==> src/hdl/cdrcb_pkg.sv <==
`timescale 1ns / 1ps
// Package for the CD-ROM read command builder: word types, status and op codes,
// register indexes and command opcodes. Used by cdrcb_engine and the top level.
// No dependencies.
package cdrcb_pkg;

    // Operation codes of an input word.
    localparam logic [1:0] OP_REQUEST    = 2'd0;
    localparam logic [1:0] OP_COMPLETION = 2'd1;
    localparam logic [1:0] OP_QUERY      = 2'd2;

    // Result status codes.
    localparam logic [2:0] ST_OK     = 3'd0;
    localparam logic [2:0] ST_FAIL   = 3'd1;
    localparam logic [2:0] ST_HIT    = 3'd2;
    localparam logic [2:0] ST_ISSUED = 3'd3;
    localparam logic [2:0] ST_RETRY  = 3'd4;

    // Configuration register indexes.
    localparam logic CFG_DEVICE_COUNT = 1'b0;
    localparam logic CFG_UNIT_NUMBER  = 1'b1;

    // Command opcodes and sense codes.
    localparam logic [7:0] OPC_READ6       = 8'h08;
    localparam logic [7:0] OPC_READ10      = 8'h28;
    localparam logic [6:0] SENSE_FIXED     = 7'h70;
    localparam logic [3:0] KEY_UNIT_ATTN   = 4'h6;
    localparam logic [7:0] KEY_ILLEGAL_REQ = 8'h05;
    localparam logic [7:0] KEY_NOT_READY   = 8'h02;

    typedef struct packed {
        logic [1:0]  op;
        logic [7:0]  device;
        logic        is_write;
        logic [31:0] sector;
        logic [19:0] sector_count;
        logic        any_error;
        logic        driver_error;
        logic [7:0]  sense_first;
        logic [7:0]  sense_key_byte;
        logic        test_failed;
        logic        keep_changed;
    } t_in_word;

    typedef struct packed {
        logic [2:0]  status;
        logic        cdb_is_ten;
        logic [63:0] cdb_head;
        logic [15:0] cdb_tail;
        logic [15:0] block_count;
        logic [19:0] sectors_taken;
        logic [1:0]  buffer_offset;
        logic        use_buffer;
        logic        changed_flag;
    } t_out_word;

    // Per-drive state changes requested by the engine for one word.
    typedef struct packed {
        logic tag_wr;
        logic tag_clr;
        logic disc_set;
        logic disc_clr;
        logic ten_clr;
    } t_upd;

endpackage

==> src/hdl/cdrcb_engine.sv <==
`timescale 1ns / 1ps
// Decision logic for one word: request split, buffer check, command block packing,
// sense classification and media query. Depends on cdrcb_pkg.
module cdrcb_engine (
    input  cdrcb_pkg::t_in_word  i_word,
    input  logic                 i_dev_ok,
    input  logic [31:0]          i_tag,
    input  logic                 i_disc,
    input  logic                 i_ten_ok,
    input  logic [2:0]           i_unit,
    output cdrcb_pkg::t_out_word o_res,
    output cdrcb_pkg::t_upd      o_upd
);
    import cdrcb_pkg::*;

    logic [1:0]  start;
    logic [29:0] block;
    logic        buffered;
    logic [2:0]  off_lim;
    logic [19:0] cnt;
    logic [18:0] blocks_raw;
    logic [15:0] blocks;
    logic [19:0] taken;
    logic        ten;
    logic [7:0]  cmd1;
    logic        unit_attn;

    assign start     = i_word.sector[1:0];
    assign block     = i_word.sector[31:2];
    assign buffered  = (start != 2'd0) || (i_word.sector_count < 20'd4);
    assign off_lim   = 3'd4 - {1'b0, start};
    assign cmd1      = {i_unit, 5'd0};
    assign unit_attn = (i_word.sense_first[6:0] == SENSE_FIXED)
                    && (i_word.sense_key_byte[3:0] == KEY_UNIT_ATTN);

    // Sector count after the buffer split or rounding.
    always_comb begin
        if (buffered) begin
            if ((start != 2'd0) && (i_word.sector_count > 20'(off_lim))) begin
                cnt = 20'(off_lim);
            end else begin
                cnt = i_word.sector_count;
            end
        end else begin
            cnt = {i_word.sector_count[19:2], 2'b00};
        end
    end

    assign blocks_raw = 19'((21'(cnt) + 21'd3) >> 2);
    assign ten = ((blocks_raw > 19'h000ff) || (block > 30'h1fffff)) && i_ten_ok;

    // Clamp to the count field of the chosen command form.
    always_comb begin
        if (ten) begin
            if (blocks_raw > 19'h0ffff) begin
                blocks = 16'hffff;
                taken  = 20'h3fffc;
            end else begin
                blocks = blocks_raw[15:0];
                taken  = cnt;
            end
        end else begin
            if (blocks_raw > 19'h000ff) begin
                blocks = 16'h00ff;
                taken  = 20'h003fc;
            end else begin
                blocks = blocks_raw[15:0];
                taken  = cnt;
            end
        end
    end

    always_comb begin
        o_res = '0;
        o_upd = '0;
        case (i_word.op)
            OP_REQUEST: begin
                if (i_word.is_write || !i_dev_ok || i_disc) begin
                    o_res.status = ST_FAIL;
                end else if (buffered && (i_tag == {2'b00, block})) begin
                    o_res.status        = ST_HIT;
                    o_res.buffer_offset = start;
                    o_res.use_buffer    = 1'b1;
                    o_res.sectors_taken = cnt;
                end else begin
                    o_upd.tag_wr        = buffered;
                    o_res.status        = ST_ISSUED;
                    o_res.buffer_offset = buffered ? start : 2'd0;
                    o_res.use_buffer    = buffered;
                    o_res.cdb_is_ten    = ten;
                    o_res.block_count   = blocks;
                    o_res.sectors_taken = taken;
                    if (ten) begin
                        o_res.cdb_head = {OPC_READ10, cmd1, 2'b00, block, 8'h00,
                                          blocks[15:8]};
                        o_res.cdb_tail = {blocks[7:0], 8'h00};
                    end else begin
                        o_res.cdb_head = {OPC_READ6, cmd1[7:5], block[20:16], block[15:8],
                                          block[7:0], blocks[7:0], 24'd0};
                    end
                end
            end
            OP_COMPLETION: begin
                o_res.status = (i_word.any_error || i_word.driver_error) ? ST_FAIL : ST_OK;
                if (i_dev_ok) begin
                    o_res.status = i_word.any_error ? ST_FAIL : ST_OK;
                    if (i_word.driver_error) begin
                        o_upd.tag_clr = 1'b1;
                        if (unit_attn) begin
                            o_upd.disc_set = 1'b1;
                            o_res.status   = ST_FAIL;
                        end else if (i_word.sense_key_byte == KEY_ILLEGAL_REQ) begin
                            o_upd.ten_clr = i_ten_ok;
                            o_res.status  = i_ten_ok ? ST_RETRY : ST_FAIL;
                        end else if (i_word.sense_key_byte == KEY_NOT_READY) begin
                            o_res.status = ST_FAIL;
                        end
                    end
                end
            end
            OP_QUERY: begin
                o_res.status = ST_OK;
                if (i_dev_ok) begin
                    if (i_word.test_failed) begin
                        o_upd.disc_set     = 1'b1;
                        o_res.changed_flag = 1'b1;
                    end else begin
                        o_res.changed_flag = i_disc;
                        o_upd.disc_clr     = !i_word.keep_changed;
                    end
                end
            end
            default: begin
                o_res.status = ST_FAIL;
            end
        endcase
    end

endmodule

==> src/hdl/cdrom_read_command_builder.sv <==
`timescale 1ns / 1ps
// Top level of the CD-ROM read command builder: handshakes, configuration registers,
// per-drive state and the buffer tag memory. Depends on cdrcb_pkg and cdrcb_engine.
//
// Usage:
//   Input channel i_in_valid / o_in_ready carries one t_in_word per word: a block
//   request, a command completion or a media query for one drive. Output channel
//   o_out_valid / i_out_ready returns exactly one t_out_word for each input word,
//   in order. Configuration is written through i_cfg_wr_en / i_cfg_idx /
//   i_cfg_wdata (drive count, logical unit) while the block is idle.
//   After acceptance the word is registered with its drive's buffer tag read from the
//   tag memory, then decided and packed into the result register. Throughput is one
//   word per cycle while the receiver keeps i_out_ready high.
//   When the receiver stalls, the result register holds its word and the input
//   register holds the next one; o_in_ready falls until the result is taken.
//   Drive state is updated only when a word moves into the result register.
//   Reset clears the configuration to zero, marks every drive as holding no
//   buffered block, clears the changed bits and allows ten-byte commands; no
//   clearing pass is needed, so words are taken right after reset.
module cdrom_read_command_builder #(
    parameter int unsigned MAX_DEVICES = 8
) (
    input  logic                 i_clk,
    input  logic                 i_rst_n,
    input  logic                 i_in_valid,
    output logic                 o_in_ready,
    input  cdrcb_pkg::t_in_word  i_in_word,
    output logic                 o_out_valid,
    input  logic                 i_out_ready,
    output cdrcb_pkg::t_out_word o_out_word,
    input  logic                 i_cfg_wr_en,
    input  logic                 i_cfg_idx,
    input  logic [3:0]           i_cfg_wdata
);
    import cdrcb_pkg::*;

    localparam int unsigned DEV_W = (MAX_DEVICES > 1) ? $clog2(MAX_DEVICES) : 1;

    logic [3:0]             r_dev_cnt;
    logic [2:0]             r_unit;
    t_in_word               r_in;
    logic                   r_in_valid;
    logic [31:0]            r_tag_rd;
    t_out_word              r_out;
    logic                   r_out_valid;
    logic [MAX_DEVICES-1:0] r_tag_vld;
    logic [MAX_DEVICES-1:0] r_disc;
    logic [MAX_DEVICES-1:0] r_ten;
    logic [31:0]            r_tag_mem [MAX_DEVICES];

    logic             w_adv;
    logic             w_dev_ok;
    logic [DEV_W-1:0] w_idx;
    logic [DEV_W-1:0] w_rd_idx;
    logic [31:0]      w_tag_wdata;
    logic [31:0]      w_tag;
    logic             w_disc;
    logic             w_ten_ok;
    logic             w_tag_wr;
    t_out_word        w_res;
    t_upd             w_upd;

    assign w_adv      = r_in_valid && (!r_out_valid || i_out_ready);
    assign o_in_ready = !r_in_valid || w_adv;
    assign w_idx      = r_in.device[DEV_W-1:0];
    assign w_rd_idx   = i_in_word.device[DEV_W-1:0];
    assign w_dev_ok   = (r_in.device < {4'd0, r_dev_cnt})
                     && (32'(r_in.device) < MAX_DEVICES);

    // A drive with no block held reads as all ones, which never matches a block.
    assign w_tag       = (w_dev_ok && r_tag_vld[w_idx]) ? r_tag_rd : 32'hffff_ffff;
    assign w_disc      = w_dev_ok && r_disc[w_idx];
    assign w_ten_ok    = w_dev_ok && r_ten[w_idx];
    assign w_tag_wdata = {2'b00, r_in.sector[31:2]};
    assign w_tag_wr    = w_adv && w_upd.tag_wr;

    cdrcb_engine u_engine (
        .i_word   (r_in),
        .i_dev_ok (w_dev_ok),
        .i_tag    (w_tag),
        .i_disc   (w_disc),
        .i_ten_ok (w_ten_ok),
        .i_unit   (r_unit),
        .o_res    (w_res),
        .o_upd    (w_upd)
    );

    always_ff @(posedge i_clk) begin
        if (!i_rst_n) begin
            r_dev_cnt <= 4'd0;
            r_unit    <= 3'd0;
        end else if (i_cfg_wr_en) begin
            case (i_cfg_idx)
                CFG_DEVICE_COUNT: r_dev_cnt <= i_cfg_wdata;
                CFG_UNIT_NUMBER:  r_unit    <= i_cfg_wdata[2:0];
                default:          r_unit    <= r_unit;
            endcase
        end
    end

    // Input register.
    always_ff @(posedge i_clk) begin
        if (!i_rst_n) begin
            r_in_valid <= 1'b0;
        end else if (o_in_ready) begin
            r_in_valid <= i_in_valid;
        end
    end

    always_ff @(posedge i_clk) begin
        if (i_in_valid && o_in_ready) begin
            r_in <= i_in_word;
        end
    end

    // Tag memory: one write port, one registered read port. A write to the
    // drive being read in the same cycle is forwarded.
    always_ff @(posedge i_clk) begin
        if (w_tag_wr) begin
            r_tag_mem[w_idx] <= w_tag_wdata;
        end
    end

    always_ff @(posedge i_clk) begin
        if (i_in_valid && o_in_ready) begin
            if (w_tag_wr && (w_idx == w_rd_idx)) begin
                r_tag_rd <= w_tag_wdata;
            end else begin
                r_tag_rd <= r_tag_mem[w_rd_idx];
            end
        end
    end

    // Per-drive flags.
    always_ff @(posedge i_clk) begin
        if (!i_rst_n) begin
            r_tag_vld <= '0;
            r_disc    <= '0;
            r_ten     <= '1;
        end else if (w_adv && w_dev_ok) begin
            if (w_upd.tag_wr) begin
                r_tag_vld[w_idx] <= 1'b1;
            end else if (w_upd.tag_clr) begin
                r_tag_vld[w_idx] <= 1'b0;
            end
            if (w_upd.disc_set) begin
                r_disc[w_idx] <= 1'b1;
            end else if (w_upd.disc_clr) begin
                r_disc[w_idx] <= 1'b0;
            end
            if (w_upd.ten_clr) begin
                r_ten[w_idx] <= 1'b0;
            end
        end
    end

    // Result register.
    always_ff @(posedge i_clk) begin
        if (!i_rst_n) begin
            r_out_valid <= 1'b0;
        end else if (w_adv) begin
            r_out_valid <= 1'b1;
        end else if (i_out_ready) begin
            r_out_valid <= 1'b0;
        end
    end

    always_ff @(posedge i_clk) begin
        if (w_adv) begin
            r_out <= w_res;
        end
    end

    assign o_out_valid = r_out_valid;
    assign o_out_word  = r_out;

    a_hit_shape: assert property (@(posedge i_clk) disable iff (!i_rst_n)
        (o_out_valid && (o_out_word.status == ST_HIT))
            |-> (o_out_word.use_buffer && (o_out_word.block_count == 16'd0)))
        else $error("buffer hit carries a block count or no buffer flag");

    a_ten_only_issued: assert property (@(posedge i_clk) disable iff (!i_rst_n)
        (o_out_valid && o_out_word.cdb_is_ten) |-> (o_out_word.status == ST_ISSUED))
        else $error("ten-byte flag on a result that issued no command");

    a_six_clamped: assert property (@(posedge i_clk) disable iff (!i_rst_n)
        (o_out_valid && (o_out_word.status == ST_ISSUED) && !o_out_word.cdb_is_ten)
            |-> (o_out_word.block_count <= 16'h00ff))
        else $error("six-byte command with a block count above its field");

    a_tag_written: assert property (@(posedge i_clk) disable iff (!i_rst_n)
        (w_tag_wr && w_dev_ok) |=> r_tag_vld[$past(w_idx)])
        else $error("buffer tag written but drive still shows no block held");

endmodule

==> config.mk <==
export PLATFORM = sky130hd
export DESIGN_NAME = cdrom_read_command_builder
export DESIGN_NICKNAME = d
export VERILOG_FILES = /design/src/hdl/cdrcb_pkg.sv /design/src/hdl/cdrcb_engine.sv /design/src/hdl/cdrom_read_command_builder.sv
export SDC_FILE = /design/constraint.sdc
export NUM_CORES = 1
export LEC_CHECK = 0
export ABC_AREA = 0
export BUFFER_PORTS_ARGS = -buffer_cell sky130_fd_sc_hd__clkbuf_2
export CAP_MARGIN = 20
export CORE_MARGIN = 5
export CORE_UTILIZATION = 50
export CTS_BUF_LIST = sky130_fd_sc_hd__clkbuf_4 sky130_fd_sc_hd__clkbuf_8
export DETAILED_ROUTE_END_ITERATION = 6
export GPL_ROUTABILITY_DRIVEN = 0
export PLACE_DENSITY_LB_ADDON = 0.12
export SYNTH_ARGS = -nofsm -noshare
export SYNTH_HDL_FRONTEND = slang
export SYNTH_SLANG_ARGS = --single-unit
==> constraint.sdc <==
create_clock -name i_clk -period 16.45 [get_ports i_clk]
set_input_delay 0 -clock i_clk [delete_from_list [all_inputs] [get_ports i_clk]]
set_output_delay 0 -clock i_clk [all_outputs]
set_load 0.01 [all_outputs]
==> results of run 1 <==
## sequential cells by signal, summed over array words and instances (netlist names), named ones only
name,cells
o_out_word,101
r_tag_rd,30
r_unit,3
o_out_valid,1
r_in,82
r_dev_cnt,4
r_ten,8
r_tag_mem,240
r_in_valid,1
## critical path: stages (launching register included)
cell	delay, ns
edfxtp_1	0.82
ha_1	0.36
a211o_1	0.42
a2111oi_0	0.46
o22ai_1	0.29
o311ai_4	0.85
nor4_4	0.03
buf_4	0.36
mux2_4	0.37
## cell usage in the layout, fill, tap and decap left out, types with 21 or more instances in the layout
master         instances
edfxtp_1             453
clkbuf_2             194
dlygate4sd3_1         99
clkbuf_8              82
nor2_1                71
mux4_2                63
a21oi_1               34
nand2_1               33
dfxtp_1               33
mux2_2                27
mux2_4                26
xnor2_1               25
conb_1                24
inv_1                 23
mux2i_1               23
o21a_1                21
and2_1                21
clkbuf_4              21
clkinv_1              21
## cell type report
cell class              instances  area, um2  area share [%]
flip-flops and latches        486      14300            60.4
clock buffers                 103       1290            5.44
clock inverters                43        264            1.12
well taps                     518        648            2.74
inverters                      25       93.8           0.397
repair buffers                313       2110            8.94
multi-input cells             554       4960            21.0
## kinds of logic (layout without fill, tap and decap cells)
group	Yosys count	count (layout)
mux	140	140
simple gates	216	216
fa+ha+maj	11	11
buf+inv	97	484
other cells	1	24
flops	486	486
compound gates	134	134
xor+xnor	29	29
## timing repair
action	4_1_cts	5_1_grt
hold buffers	99	0
endpoints found under the setup margin	0	0
endpoints found under the hold margin	98	0
## worst paths after layout
| check | to | slack [ns] |
|---|---|---|
| min | r_in[33] | 0.10 |
| max reg2reg | r_tag_rd[18] | 12.19 |
| max | r_tag_rd[18] | 12.19 |
| min reg2reg | r_ten[6] | 0.46 |
## metal layers
metal | routed length (um) | vias up | track usage (%)
li1 | - | 5023 | -
met1 | 19300 | 5533 | 28.7
met2 | 21100 | 354 | 32.3
met3 | 2670 | 67 | 4.41
met4 | 953 | 0 | 6.52
met5 | 0 | - | 0
## per-stage QoR
step / instance area (um2) / utilization, % / std cells / power [mW]
global placement: 21100 / 54.4 / 1797 / 1.57
detailed placement: 21100 / 54.4 / 1797 / 1.57
floorplan: 19700 / - / 1137 / 1.52
finish: 23600 / 61.0 / 2042 / 2.58
CTS: 23600 / 61.0 / 2042 / 2.62
global route: 23600 / 61.0 / 2042 / 2.69
## where the power goes
group | internal [mW] | leakage (nW) | switching (mW)
Sequential | 1.39 | 4.40 | 0.0293
Clock | 0.547 | 0.806 | 0.473
Combinational | 0.0721 | 2.99 | 0.0757
==> metrics, run 1 <==
Final Critical Period=around 4.3 ns; CTS Buf Count=80; largest family of logic cells by synthesized area=multiplexers; Startpoint Class=flop; largest area contributor in the netlist=edfxtp_1; Setup TNS=0 ns; die height=approximately 210 um; Power Density=109 nW/um2; DR pass1 iterations=5; GRT Overall Usage=20.4%; Post-CTS Resized=0; Initial Utilization=50.6%; clock buffer depth=3; drt drc=0; Root Buffer=clkbuf_8; Routed Wire Length=44.0 mm; final hold vios=0; Setup crit start=r_in[74]; CTS tree=built; layout cells sized above 1=about a third; final net count=about 1,600; Mapped Cells=1,114; vias in the first global route=between 10,000 and 15,000; Post-CTS Setup Repair Bufs=0; CP arrival=4.61 ns; die area=between 40,000 and 50,000 um2; final setup fails=0; Max Clock Skew=about 0.025 ns; CTS Sinks=between 400 and 500; Vias/cell=about 5.4; number of fillers in the final layout=2,950; CP required=~17 ns; fin worst setup slack=between 10 and 15 ns; DR WL/cell=21.6 um; top cell type's share of synthesized area=69.4%; Synth area leaders=edfxtp_1 (69%), mux4_2 (7.2%), dfxtp_1 (3.4%), mux2_4 (2.0%), mux2_2 (1.6%); Post-DP HPWL=approximately 26 mm; hold crit path type=in2reg; Port Buffers=between 150 and 200; DR vias=11,000; worst r2r path cells=8; Die W=around 210 um; sequential fraction of the synthesis area=72.7%; Synth top cells by count=edfxtp_1 (453), nor2_1 (79), mux4_2 (63), a21oi_1 (34); initial antenna violation count=0; Core Region=38,700 um2; mux contribution to synthesized area=12.1%; outcome=finished, final reports clean; min-delay src=i_in_word[33]; count leader, synth=edfxtp_1; num rows=72; EDFF count, synth=453; Max Clk Rate=approximately 230 MHz; io pins=~220; synthesized area per cell=about 18 um2; Max VDD drop=0.0589 mV; hold depth=2; # diodes=0; Iter 0 DRT Violations=750; Worst-Skew Late Latency=~0.62 ns; tightest hold margin=approximately 0.10 ns; Max Slew Vio Count=0; Crit. End Element=flop; post-synthesis adder-cell area fraction=less than 1%; maxcap violations=0; Setup Crit Path Kind=reg2reg; slew at the pin closest to its max-slew limit=a little over 1 ns; fin crit share=about a quarter; Crit Reg-Reg Startpoint=r_in[74]; clk slew on worst S/H paths=~0.06 ns; unrepaired setup endpoints after global routing=no; yosys warns=0; Worst slew margin=between 30 and 40%; area grow syn2layout=20.5%; Top FF cell, synth=edfxtp_1; gr ovfl total=0; ANT nets after route=0; XOR/XNOR share of the synthesized area=approximately 1.3%; post-synthesis async set-or-reset flop share=0%; flops & latches, synth=a little under 500; CP Max Fanout=30; Mapped Area=about 20,000 um2; Setup Slack @ Placement=roughly 12 ns; Netlist cell types=between 60 and 70; Post-Synth Simple-Gate Area=5.62%; largest net degree at the start of global routing=73; compound-cell area share of the yosys netlist=just under 5%; CTS HTree Levels=3; global-route wire length before repair=just under 70 mm; P_leak=8.20 nW
Power figures use the tool's default switching activity.
==> run 2: changes to the inputs <==
ABC_AREA = 1   (was 0)
clock period = 3.7 ns   (was 16.45 ns; I/O delays follow)
==> run 2 against run 1 <==
  * The run now ends with DRC left
  * Global-route usage increased by 3.0 points
  * Critical path depth increased by 8
  * Non-clock buffer count increased by 60
  * Die area increased by 1.1%
  * Largest power group unchanged
==> metrics, run 2 <==
DR pass1 iterations=7; mux contribution to synthesized area=0%; Netlist cell types=between 40 and 50; CTS tree=built; Power Density=480 nW/um2; GRT Overall Usage=23.4%; Max Slew Vio Count=0; global-route wire length before repair=79.4 mm; Final Critical Period=3.49 ns; CP Max Fanout=30; Crit. End Element=flop; Vias/cell=5.33; Worst slew margin=a little under a third; DR vias=~14,000; Largest Register=r_tag_mem; Iter 0 DRT Violations=between 1,000 and 1,500; Regs by FF count=r_tag_mem (240), o_out_word (101), r_in (82); final setup fails=0; post-route cell area=around 24,000 um2; CTS Sinks=about 490; Mapped Area=19,800 um2; Top FF cell, synth=edfxtp_1; top cell type's share of synthesized area=about 69%; count leader, synth=edfxtp_1; Root Buffer=clkbuf_8; fin worst setup slack=0.206 ns; P_leak=~9.4 nW; # diodes=0; Startpoint Class=flop; Routed Wire Length=between 50 and 60 mm; initial antenna violation count=0; Synth area leaders=edfxtp_1 (69%), nand2_1 (6.1%), o21ai_0 (3.7%), dfxtp_1 (3.3%), nor2_1 (2.8%); largest family of logic cells by synthesized area=simple AND/OR/NAND/NOR gates; Mapped Cells=about 1,700; Worst-Skew Late Latency=around 0.65 ns; Max Clk Rate=about 290 MHz; gr ovfl total=0; drt drc=1; Max Clock Skew=0.0459 ns; CTS HTree Levels=3; unrepaired setup endpoints after global routing=no; hold crit path type=in2reg; Max VDD drop=0.385 mV; Largest register FFs=240; most common cell after layout, fill and taps aside=edfxtp_1; CTS Buf Count=80; clock buffer depth=3; outcome=finished, violations left; Post-CTS Setup Repair Bufs=0; Post-Synth Simple-Gate Area=12.3%; Area after DPL=between 20,000 and 25,000 um2; DR WL/cell=20.2 um; compound-cell area share of the yosys netlist=a little under a tenth; Post-DP HPWL=roughly 32 mm; largest net degree at the start of global routing=100; die height=between 200 and 250 um; num rows=73; Synth top cells by count=edfxtp_1 (453), nand2_1 (320), nor2_1 (148), o21ai_0 (145), inv_1 (125); post-synthesis adder-cell area fraction=0.694%; final net count=between 2,000 and 2,500; Setup Crit Path Kind=reg2reg; CP required=between 3 and 4 ns; Setup Slack @ Placement=approximately 0.019 ns; Initial Utilization=approximately half; largest area contributor in the netlist=edfxtp_1; most frequent cells in the layout=edfxtp_1 (453), nand2_1 (320), clkbuf_2 (194); layout cells sized above 1=21.7%; clk slew on worst S/H paths=around 0.07 ns; die area=between 40,000 and 50,000 um2; slew at the pin closest to its max-slew limit=between 1 and 1.5 ns; sequential fraction of the synthesis area=a little under three quarters; area grow syn2layout=23.1%; final hold vios=0; synthesized area per cell=roughly 12 um2; fin crit share=between 90% and 100%; yosys warns=0; io pins=between 200 and 250; EDFF count, synth=around 450; ANT nets after route=0; Port Buffers=195; CP arrival=approximately 3.7 ns; vias in the first global route=between 10,000 and 15,000; failing checks=DRC; Die W=209 um; maxcap violations=0; Core Region=approximately 39,000 um2; XOR/XNOR share of the synthesized area=0.309%; flops & latches, synth=486; tightest hold margin=between 0.07 and 0.08 ns; post-synthesis async set-or-reset flop share=0%
run 2: repair_timing:
item | CTS | global route
endpoints found under the hold margin | 107 | 0
gates resized for setup | 1 | 1
hold buffers | 100 | 0
cloned | 1 | 4
pin swaps | 1 | 4
endpoints found under the setup margin | 3 | 36
run 2: through the flow:
stage | cells | total power, mW | utilization [%] | setup TNS (ns)
6_report | 2625 | 11.7 | 61.9 | 0
3_5_place_dp | 2372 | 7.05 | 55.1 | 0
3_3_place_gp | 2371 | 7.04 | 55.1 | 0
4_1_cts | 2619 | 11.8 | 61.7 | 0
5_1_grt | 2625 | 12.2 | 61.9 | 0
2_1_floorplan | 1673 | 6.75 | - | -11.81
run 2: where the power goes:
part | total [mW] | internal, mW | switching, mW
Sequential | 6.25 | 6.15 | 0.0942
Clock | 4.68 | 2.51 | 2.17
Combinational | 0.789 | 0.298 | 0.491
run 2: layout make-up:
type	instances	area, um2
well taps	525	657
clock inverters	43	298
multi-input cells	960	4710
flip-flops and latches	486	14300
repair buffers	373	2700
fillers	3194	15000
inverters	135	515
clock buffers	103	1290
run 2: logic make-up (layout without fill, tap and decap cells):
family	Yosys count	count (layout)
buf+inv	232	654
other cells	1	24
flops	486	486
simple gates	580	585
compound gates	333	333
xor+xnor	7	7
fa+ha+maj	11	11
run 2: worst paths after layout:
check / from / end / slack (ns) / cells past startpoint
setup / recovery: r_in[76] / r_tag_mem[3][3] / 0.21 / 16
hold / removal: i_in_word[57] / r_in[57] / 0.07 / 2
setup reg to reg: r_in[76] / r_tag_mem[3][3] / 0.21 / 16
hold reg to reg: r_ten[0] / r_ten[0] / 0.46 / 2
run 2: critical path, stage by stage (launching register included):
cell      delay [ns]
edfxtp_1        0.40
ha_1            0.32
a21oi_1         0.19
nand4_2         0.17
nor2_4          0.13
buf_12          0.18
nand3_1         0.09
nand2_1         0.11
nor2_1          0.04
nand2_1         0.07
nor2_1          0.08
nand2_1         0.09
nand2_2         0.06
nor2_2          0.11
inv_1           0.09
buf_12          0.17
nor2_2          0.80
run 2: per-layer routing:
layer  track usage, %  vias up  share of wire, %
met5                0        -                 0
met1             31.1     6845                41
met2             39.3      470                50
met4             7.56        0               2.9
li1                 -     6579                 -
met3             4.47       91               6.3
